### src/rtl/slrg_pkg.sv
// ----------------------------------------------------------------------------
// slrg_pkg
// Shared constants and controller-to-datapath types for the subtractive
// lagged random generator.
// ----------------------------------------------------------------------------
`default_nettype none

package slrg_pkg;

    // Value width and modulus 2^31-1.
    localparam int unsigned VAL_W = 31;
    localparam logic [VAL_W-1:0] MOD_BIG = 31'h7FFF_FFFF;
    localparam logic [VAL_W-1:0] SEED_BASE = 31'd161803398;

    // Table geometry: entries 1..55 are used, entry 0 is never touched.
    localparam int unsigned IDX_W = 6;
    localparam logic [IDX_W-1:0] TABLE_LAST = 6'd55;
    localparam logic [IDX_W-1:0] SCATTER_STEP = 6'd21;
    localparam logic [IDX_W-1:0] MIX_OFFSET = 6'd30;
    localparam logic [1:0] MIX_LAST_PASS = 2'd3;

    // Stream field widths.
    localparam int unsigned TDATA_W = 32;
    localparam int unsigned SEED_W = 32;

    // Request kinds carried in tuser.
    localparam logic FUNC_RESEED = 1'b0;
    localparam logic FUNC_DRAW = 1'b1;

    // Commands from the controller to the datapath.
    typedef struct packed {
        logic capture;            // register the bound of an accepted request
        logic seed_start;         // derive the starting value from the seed
        logic scatter_top;        // write the starting value into entry 55
        logic scatter_step;       // write one scattered entry
        logic mix_rd;             // read the two operands of a mixing step
        logic mix_wr;             // write back a mixing difference
        logic idx_init;           // load the lead and trail pointers
        logic draw_rd;            // read the lead and trail entries
        logic draw_wr;            // write back the draw difference
        logic mul;                // scale the raw sample by the bound
        logic out_load;           // load the result register
        logic [IDX_W-1:0] idx;    // entry being mixed
    } t_dp_cmd;

    // Status from the datapath to the controller.
    typedef struct packed {
        logic out_free;           // result register can take a new value
    } t_dp_sts;

endpackage

`default_nettype wire

### src/rtl/slrg_ctrl.sv
// ----------------------------------------------------------------------------
// slrg_ctrl
// Sequencer for the generator: seeding walk (scatter and four mixing
// passes) and the draw steps.
// ----------------------------------------------------------------------------
`default_nettype none

module slrg_ctrl (
    input  wire logic                   i_clk,
    input  wire logic                   i_rst_n,
    input  wire logic                   i_in_valid,
    input  wire logic                   i_in_func,
    output logic                        o_in_ready,
    output slrg_pkg::t_dp_cmd           o_cmd,
    input  wire slrg_pkg::t_dp_sts      i_sts
);

    localparam int unsigned IW = slrg_pkg::IDX_W;

    typedef enum logic [3:0] {
        ST_SEED_START,
        ST_SCAT_TOP,
        ST_SCAT,
        ST_MIX_RD,
        ST_MIX_WR,
        ST_IDLE,
        ST_DRAW_RD,
        ST_DRAW_WR,
        ST_MUL,
        ST_LOAD
    } t_state;

    t_state r_state;
    logic [IW-1:0] r_cnt;
    logic [1:0] r_pass;
    logic accept;

    assign o_in_ready = (r_state == ST_IDLE);
    assign accept = i_in_valid && o_in_ready;

    // State, step counter and pass counter.
    always_ff @(posedge i_clk) begin
        if (!i_rst_n) begin
            r_state <= ST_SEED_START;
            r_cnt <= IW'(1);
            r_pass <= '0;
        end else begin
            unique case (r_state)
                ST_SEED_START: begin
                    r_state <= ST_SCAT_TOP;
                end
                ST_SCAT_TOP: begin
                    r_state <= ST_SCAT;
                    r_cnt <= IW'(1);
                end
                ST_SCAT: begin
                    if (r_cnt == slrg_pkg::TABLE_LAST - IW'(1)) begin
                        r_state <= ST_MIX_RD;
                        r_cnt <= IW'(1);
                        r_pass <= '0;
                    end else begin
                        r_cnt <= r_cnt + IW'(1);
                    end
                end
                ST_MIX_RD: begin
                    r_state <= ST_MIX_WR;
                end
                ST_MIX_WR: begin
                    if (r_cnt == slrg_pkg::TABLE_LAST) begin
                        r_cnt <= IW'(1);
                        r_pass <= r_pass + 2'd1;
                        r_state <= (r_pass == slrg_pkg::MIX_LAST_PASS) ? ST_IDLE : ST_MIX_RD;
                    end else begin
                        r_cnt <= r_cnt + IW'(1);
                        r_state <= ST_MIX_RD;
                    end
                end
                ST_IDLE: begin
                    if (accept) begin
                        r_state <= (i_in_func == slrg_pkg::FUNC_DRAW) ?
                                   ST_DRAW_RD : ST_SEED_START;
                    end
                end
                ST_DRAW_RD: begin
                    r_state <= ST_DRAW_WR;
                end
                ST_DRAW_WR: begin
                    r_state <= ST_MUL;
                end
                ST_MUL: begin
                    r_state <= ST_LOAD;
                end
                ST_LOAD: begin
                    if (i_sts.out_free) begin
                        r_state <= ST_IDLE;
                    end
                end
                default: begin
                    r_state <= ST_SEED_START;
                end
            endcase
        end
    end

    // Command decode.
    always_comb begin
        o_cmd = '0;
        o_cmd.idx = r_cnt;
        o_cmd.capture = accept;
        o_cmd.seed_start = (r_state == ST_SEED_START);
        o_cmd.scatter_top = (r_state == ST_SCAT_TOP);
        o_cmd.scatter_step = (r_state == ST_SCAT);
        o_cmd.mix_rd = (r_state == ST_MIX_RD);
        o_cmd.mix_wr = (r_state == ST_MIX_WR);
        o_cmd.idx_init = (r_state == ST_MIX_WR) && (r_cnt == slrg_pkg::TABLE_LAST)
                         && (r_pass == slrg_pkg::MIX_LAST_PASS);
        o_cmd.draw_rd = (r_state == ST_DRAW_RD);
        o_cmd.draw_wr = (r_state == ST_DRAW_WR);
        o_cmd.mul = (r_state == ST_MUL);
        o_cmd.out_load = (r_state == ST_LOAD) && i_sts.out_free;
    end

endmodule

`default_nettype wire

### config.mk
export PLATFORM = sky130hd
export DESIGN_NAME = slrg_ctrl
export DESIGN_NICKNAME = d
export VERILOG_FILES = /design/src/rtl/slrg_pkg.sv /design/src/rtl/slrg_ctrl.sv
export SDC_FILE = /design/constraint.sdc
export NUM_CORES = 1
export LEC_CHECK = 0
export BUFFER_PORTS_ARGS = -buffer_cell sky130_fd_sc_hd__buf_2
export CAP_MARGIN = 20
export CORE_AREA = 2 2 51 53
export CTS_CLUSTER_DIAMETER = 120
export DETAILED_ROUTE_END_ITERATION = 10
export DIE_AREA = 0 0 53 55
export GPL_TIMING_DRIVEN = 0
export PLACE_DENSITY_LB_ADDON = 0.2
export SLEW_MARGIN = 20
export SYNTH_ARGS = -nofsm -noshare
export SYNTH_HDL_FRONTEND = slang
export SYNTH_SLANG_ARGS = --single-unit
### constraint.sdc
create_clock -name i_clk -period 1.65 [get_ports i_clk]
set_clock_uncertainty 0.05 [all_clocks]
set_input_delay 0.0825 -clock i_clk [delete_from_list [all_inputs] [get_ports i_clk]]
set_output_delay 0.0825 -clock i_clk [all_outputs]
set_load 0.02 [all_outputs]
==> results of run 1 <==
sequential cells by signal, indices dropped and copies added (netlist names):
register,count
r_state,4
r_pass,2
r_cnt,6
report_power, final:
group | internal (mW) | switching [mW]
clock network | 0.134 | 0.106
registers | 0.314 | 0.0453
logic | 0.172 | 0.223
per-stage QoR:
stage | instance area (um2) | TNS [ps] | instances
CTS | 1160 | -6.28 | 172
detailed placement | 1050 | -80.2 | 165
floorplan | 901 | -35.6 | 113
finish | 1200 | 0 | 173
global placement | 1050 | -45.2 | 165
global route | 1200 | -154 | 173
area by class of cell:
class	instances	area, um2	share of cell area [%]
Buffer	7	61.3	5.09
Clock buffer	4	36.3	3.01
Inverter	4	15.0	1.25
Multi-Input combinational cell	90	644	53.5
Sequential cell	12	260	21.6
Tap cell	30	37.5	3.12
Timing Repair Buffer	26	149	12.4
worst paths after layout:
| kind | from | end | slack, ps | cells past startpoint |
|---|---|---|---|---|
| max | r_state[0] | r_cnt[5] | 20 | 5 |
| min | i_rst_n | r_pass[0] | 40 | 2 |
| max reg2reg | r_state[0] | r_cnt[5] | 20 | 5 |
| min reg2reg | r_pass[1] | r_pass[1] | 430 | 2 |
cell usage in the layout, fill, tap and decap left out, types with 4 or more instances in the layout:
cell type                 count
sky130_fd_sc_hd__buf_4        7
sky130_fd_sc_hd__nand2_1      7
sky130_fd_sc_hd__dfxtp_1      4
sky130_fd_sc_hd__nor2_1       9
sky130_fd_sc_hd__nand3_1      7
sky130_fd_sc_hd__inv_1        4
sky130_fd_sc_hd__dfxtp_4      4
sky130_fd_sc_hd__a21oi_1      6
sky130_fd_sc_hd__o21ai_0      4
sky130_fd_sc_hd__nor3_1       5
sky130_fd_sc_hd__dfxtp_2      4
sky130_fd_sc_hd__buf_2       20
sky130_fd_sc_hd__nor2b_1      4
cell families after synthesis:
group                      after synthesis  synth area share, %
AOI/OAI and AO/OA                       31                 25.4
and+or+nand+nor                         55                 37.0
xor gates and xnor gates                 1                0.987
adders and majority gates                3                 4.23
buffers and inverters                   11                 5.36
DFF                                     12                 27.1
worst max-delay path, delay by kind of cell (launching register included):
family	cells	cell delay, ps
AND/OR/NAND/NOR	1	320
AO/OA/AOI/OAI	3	610
buffers and inverters	1	180
flip-flops	1	390
layer usage:
layer | share of wire [%] | global-route usage [%] | up-vias
li1 | - | - | 476
met2 | 50 | 30.6 | 20
met1 | 44 | 19.6 | 436
met4 | 0.66 | 8.97 | 0
met3 | 5.1 | 3.23 | 2
met5 | 0 | 0 | -
timing repair:
action | in CTS | in global routing
resized for setup | 19 | 16
hold endpoints to repair | 0 | 0
buffers inserted | 3 | 1
pin swaps | 2 | 1
endpoints found under the setup margin | 10 | 11
==> impl_metrics.tcl, run 1 <==
set metrics [dict create \
    detailedPlacementHpwl_um 1660 \
    grt_start_max_net_pins 11 \
    seq_total_area_yosys_pct 27.1 \
    layout-area-overhead-vs-synth_pct 35.7 \
    synth_top_cells_by_area "sky130_fd_sc_hd__dfxtp_1 27%, sky130_fd_sc_hd__nor4b_4 5.4%, sky130_fd_sc_hd__nor2_1 4.7%" \
    netlist-cell-type-count 39 \
    peakVddDrop_uv 546 \
    insertedDiodeCount 0 \
    timing.final.hold_violations 0 \
    drc 0 \
    fin_worst_hold_slack_ps 41.3 \
    die_h_um 55 \
    die-width_um 53 \
    cts_max_level 1 \
    dr_vias 934 \
    drt_iter0_markers 15 \
    final.period_utilization_pct 98.5 \
    critical-path-max-stage-delay_ps 390 \
    synth.cell_area_um2 887 \
    post_synth.cell_area_avg_um2 7.85 \
    cts_tree "built" \
    clock_path_buffers 2 \
    viasPerCell 5.40 \
    synth-main-ff-cell "sky130_fd_sc_hd__dfxtp_1" \
    num_rows 18 \
    antenna_found_initial 0 \
    number_of_clock_sinks 12 \
    slew_headroom_pct 67.2 \
    final.fill_count 234 \
    tightest_slew_ps 492 \
    timing.max_cap.violations 0 \
    finalMaxSlewViolations 0 \
    p_per_area_nw_per_um2 826 \
    cp.arrival_ps 1770 \
    post-route-util_pct 50.9 \
    core_area_um2 2360 \
    postSynthRegisterBits 12 \
    crit_chain "nor4b_4 -> buf_4 -> a21boi_4 -> o221ai_1 -> a31oi_1" \
    nets 152 \
    top_level_ports 23 \
    total_leakage_power_nw 0.504 \
    grt_pass1_vias 839 \
    cpMaxStageDelayCell "sky130_fd_sc_hd__dfxtp_4" \
    track_usage_pct 17.2 \
    cts_root_buf "sky130_fd_sc_hd__clkbuf_4" \
    min-delay-path-class "input port to flop" \
    ant_nets 0 \
    critPathLaunchType "flop" \
    synth_top_area_share_pct 27.1 \
    routedWlPerCell_um 13.1 \
    worstSetupPathType "flop to flop" \
    async_reset_ff_share_pct 0 \
    global_route.overflow_total 0 \
    cp.required_ps 1800 \
    synthMostInstantiatedCell "sky130_fd_sc_hd__dfxtp_1" \
    p_total_mw 0.994 \
    synth_warnings 0 \
    crit_path_end_kind "flop" \
    portBuffers 22 \
    path_max_fanout 7 \
    synth_cells 113 \
    post_layout_minimum_cycle_time_ps 1630 \
    cts.hold.buffers_added 0 \
    finalSetupViolations 0 \
    detailedPlace.worstSlack_ps -54.0 \
    number_of_flops_mapped_to_enable_cells_by_yosys 0 \
    max_clock_freq_mhz 615 \
    detailedRoute.firstPassIterationCount 4 \
    run_status "completed" \
    cts_made_buffers 3 \
    initial_utilization_pct 37.5 \
    grt_pass1_wl_um 3640 \
    synth.cells.most_frequent "12 x sky130_fd_sc_hd__dfxtp_1, 11 x sky130_fd_sc_hd__nor2_1, 7 x sky130_fd_sc_hd__nand2_1, 7 x sky130_fd_sc_hd__nand3_1, 6 x sky130_fd_sc_hd__a21oi_1" \
    drive_above_1_share_pct 39.9 \
    clock_insertion_delay_worst_skew_ps 270 \
    finalWorstSetupSlack_ps 24.5 \
    rsz0062_at_grt "true" \
    number_of_nets_in_the_synthesized_netlist 121 \
    worst_setup_hold_path_clk_slew_ps 80 \
    die_area_um2 2920 \
    post-synth-top-area-cell "sky130_fd_sc_hd__dfxtp_1" \
    globalplace.congestion 0.746 \
    wl_um 2270 \
]
(Power assumes the default switching activity.)
==> run 2, diff against run 1 <==
--- a/config.mk
+++ b/config.mk
@@ -5,12 +5,12 @@
 export SDC_FILE = /design/constraint.sdc
 export NUM_CORES = 1
 export LEC_CHECK = 0
-export BUFFER_PORTS_ARGS = -buffer_cell sky130_fd_sc_hd__buf_2
 export CAP_MARGIN = 20
 export CORE_AREA = 2 2 51 53
 export CTS_CLUSTER_DIAMETER = 120
 export DETAILED_ROUTE_END_ITERATION = 10
 export DIE_AREA = 0 0 53 55
+export DONT_BUFFER_PORTS = 1
 export GPL_TIMING_DRIVEN = 0
 export PLACE_DENSITY_LB_ADDON = 0.2
 export SLEW_MARGIN = 20
==> impl_metrics.tcl, run 2 (synthesis gave the netlist of run 1 again) <==
set metrics [dict create \
    timing.max_cap.violations 0 \
    register_name_with_the_most_flops "r_cnt" \
    top_level_ports 23 \
    die_area_um2 2920 \
    clock_path_buffers 2 \
    drt_iter0_markers 15 \
    slew_headroom_pct 53.6 \
    crit_path_end_kind "flop" \
    max_clock_freq_mhz 528 \
    finalSetupViolations 8 \
    cp.required_ps 1760 \
    p_per_area_nw_per_um2 867 \
    met3_track_usage_gr_pct 2.15 \
    clock_insertion_delay_worst_skew_ps 260 \
    crit_chain "nor4b_4 -> a21boi_4 -> nor2_2 -> a211o_1" \
    detailedRoute.firstPassIterationCount 4 \
    critical-path-max-stage-delay_ps 650 \
    global_route.overflow_total 0 \
    run_status "complete, but fails checks" \
    worst_setup_hold_path_clk_slew_ps 80 \
    cp.arrival_ps 2000 \
    finalWorstSetupSlack_ps -242 \
    timing.reg2reg.setup_slack_ps -240 \
    grt_start_max_net_pins 11 \
    cpMaxStageDelayCell "sky130_fd_sc_hd__nor4b_4" \
    dr_vias 865 \
    portBuffers 0 \
    final.fill_count 240 \
    critPathLaunchType "flop" \
    finalMaxSlewViolations 0 \
    cts_tree "built" \
    largest_register_ffs 6 \
    fin_worst_hold_slack_ps 29.8 \
    violated_checks "negative setup slack" \
    tightest_slew_ps 693 \
    detailedPlacementHpwl_um 1580 \
    ant_nets 0 \
    cts_root_buf "sky130_fd_sc_hd__clkbuf_4" \
    nets 133 \
    cts_made_buffers 3 \
    post_layout_minimum_cycle_time_ps 1890 \
    rsz0062_at_grt "true" \
    final.period_utilization_pct 115 \
    path_max_fanout 8 \
    post-route-util_pct 48.1 \
    most_frequent_cells_in_the_layout "7 x sky130_fd_sc_hd__buf_4, 7 x sky130_fd_sc_hd__nand2_1, 7 x sky130_fd_sc_hd__nand3_1" \
    gr-max-usage-layer "met2" \
    grt_pass1_vias 813 \
    min-delay-path-class "input port to flop" \
    routedWlPerCell_um 14.7 \
    hold-path-cell-count 3 \
    layout-area-overhead-vs-synth_pct 28.3 \
    globalplace.congestion 0.732 \
    drive_above_1_share_pct 33.9 \
    num_rows 18 \
    min_from "i_rst_n" \
    holdPathEnd "r_cnt[3]" \
    ff2ff_path_depth 4 \
    core_area_um2 2360 \
    timing.final.hold_violations 0 \
    p_total_mw 0.987 \
    worstSetupPathType "flop to flop" \
    biggestRegsByFlops "r_cnt (6), r_state (4), r_pass (2)" \
    die-width_um 53 \
    grt_pass1_wl_um 3640 \
    met1_usage_pct 21.2 \
    timing.rr.end "r_cnt[0]" \
    cts_max_level 1 \
    antenna_found_initial 0 \
    placed_cell_area_um2 938 \
    drc 0 \
    insertedDiodeCount 0 \
    peakVddDrop_uv 494 \
    number_of_clock_sinks 12 \
    final_instance_area_um2 1140 \
    met2_capacity_usage_during_global_routing_pct 29.0 \
    worst_r2r_startpoint "r_state[0]" \
    wl_um 2270 \
    initial_utilization_pct 37.5 \
    total_leakage_power_nw 0.415 \
    die_h_um 55 \
    viasPerCell 5.62 \
    track_usage_pct 16.4 \
]
## run 2: cell count changes in the layout (fill, tap and decap cells not counted), moves of 3 or more
cell                            change
sky130_fd_sc_hd__buf_2             -18
sky130_fd_sc_hd__dlygate4sd3_1      +3
sky130_fd_sc_hd__nor2_1             -3
sky130_fd_sc_hd__nor3_1             -3
## run 2: worst max-delay path, delay by kind of cell (launching register included)
family / cells / cell delay, ps
AOI/OAI and AO/OA: 2 / 650
DFF: 1 / 370
and+or+nand+nor: 2 / 720
## run 2: power breakdown
| part | internal (mW) | switching [mW] | total [mW] | leakage [nW] |
|---|---|---|---|---|
| Combinational | 0.159 | 0.225 | 0.384 | 0.293 |
| Clock | 0.134 | 0.0986 | 0.232 | 0.0210 |
| Sequential | 0.316 | 0.0546 | 0.371 | 0.102 |
| Total | 0.609 | 0.378 | 0.987 | 0.415 |
## run 2: repair_timing
action,in CTS,in global routing
hold buffers,3,0
setup buffers,3,1
resized for setup,23,18
endpoints found under the setup margin,18,16
pin swaps,7,8
hold endpoints to repair,5,0
## run 2: final cells by class
type / count / area [um2] / area share [%]
plain buffers: 7 / 43.8 / 3.85
clock buffers: 4 / 36.3 / 3.19
inverters: 4 / 15.0 / 1.32
multi-input cells: 90 / 687 / 60.3
flip-flops and latches: 12 / 255 / 22.4
well taps: 30 / 37.5 / 3.30
repair buffers: 7 / 63.8 / 5.60
## run 2: how the worst max path moves through the flow
stage                           from  endpoint  slack, ps
after global placement    r_state[0]  r_cnt[0]       -240
after detailed placement  r_state[0]  r_cnt[0]       -240
final                     r_state[0]  r_cnt[0]       -240
after global routing      r_state[0]  r_cnt[3]       -360
after floorplan           r_state[0]  r_cnt[0]        -30
after CTS                 r_state[0]  r_cnt[0]       -230
## run 2: layer usage
layer	vias to the layer above	share of wire (%)
met4	0	0.62
met5	-	0
met3	2	5.2
met2	22	49
li1	438	-
met1	403	45
## run 2: stage by stage
| step | setup WS, ps | TNS [ps] | std cells |
|---|---|---|---|
| 6_report | -242 | -1280 | 154 |
| 3_3_place_gp | -241 | -1020 | 143 |
| 4_1_cts | -229 | -1360 | 153 |
| 3_5_place_dp | -242 | -1070 | 143 |
| 2_1_floorplan | -32.4 | -35.6 | 113 |
| 5_1_grt | -363 | -2460 | 154 |
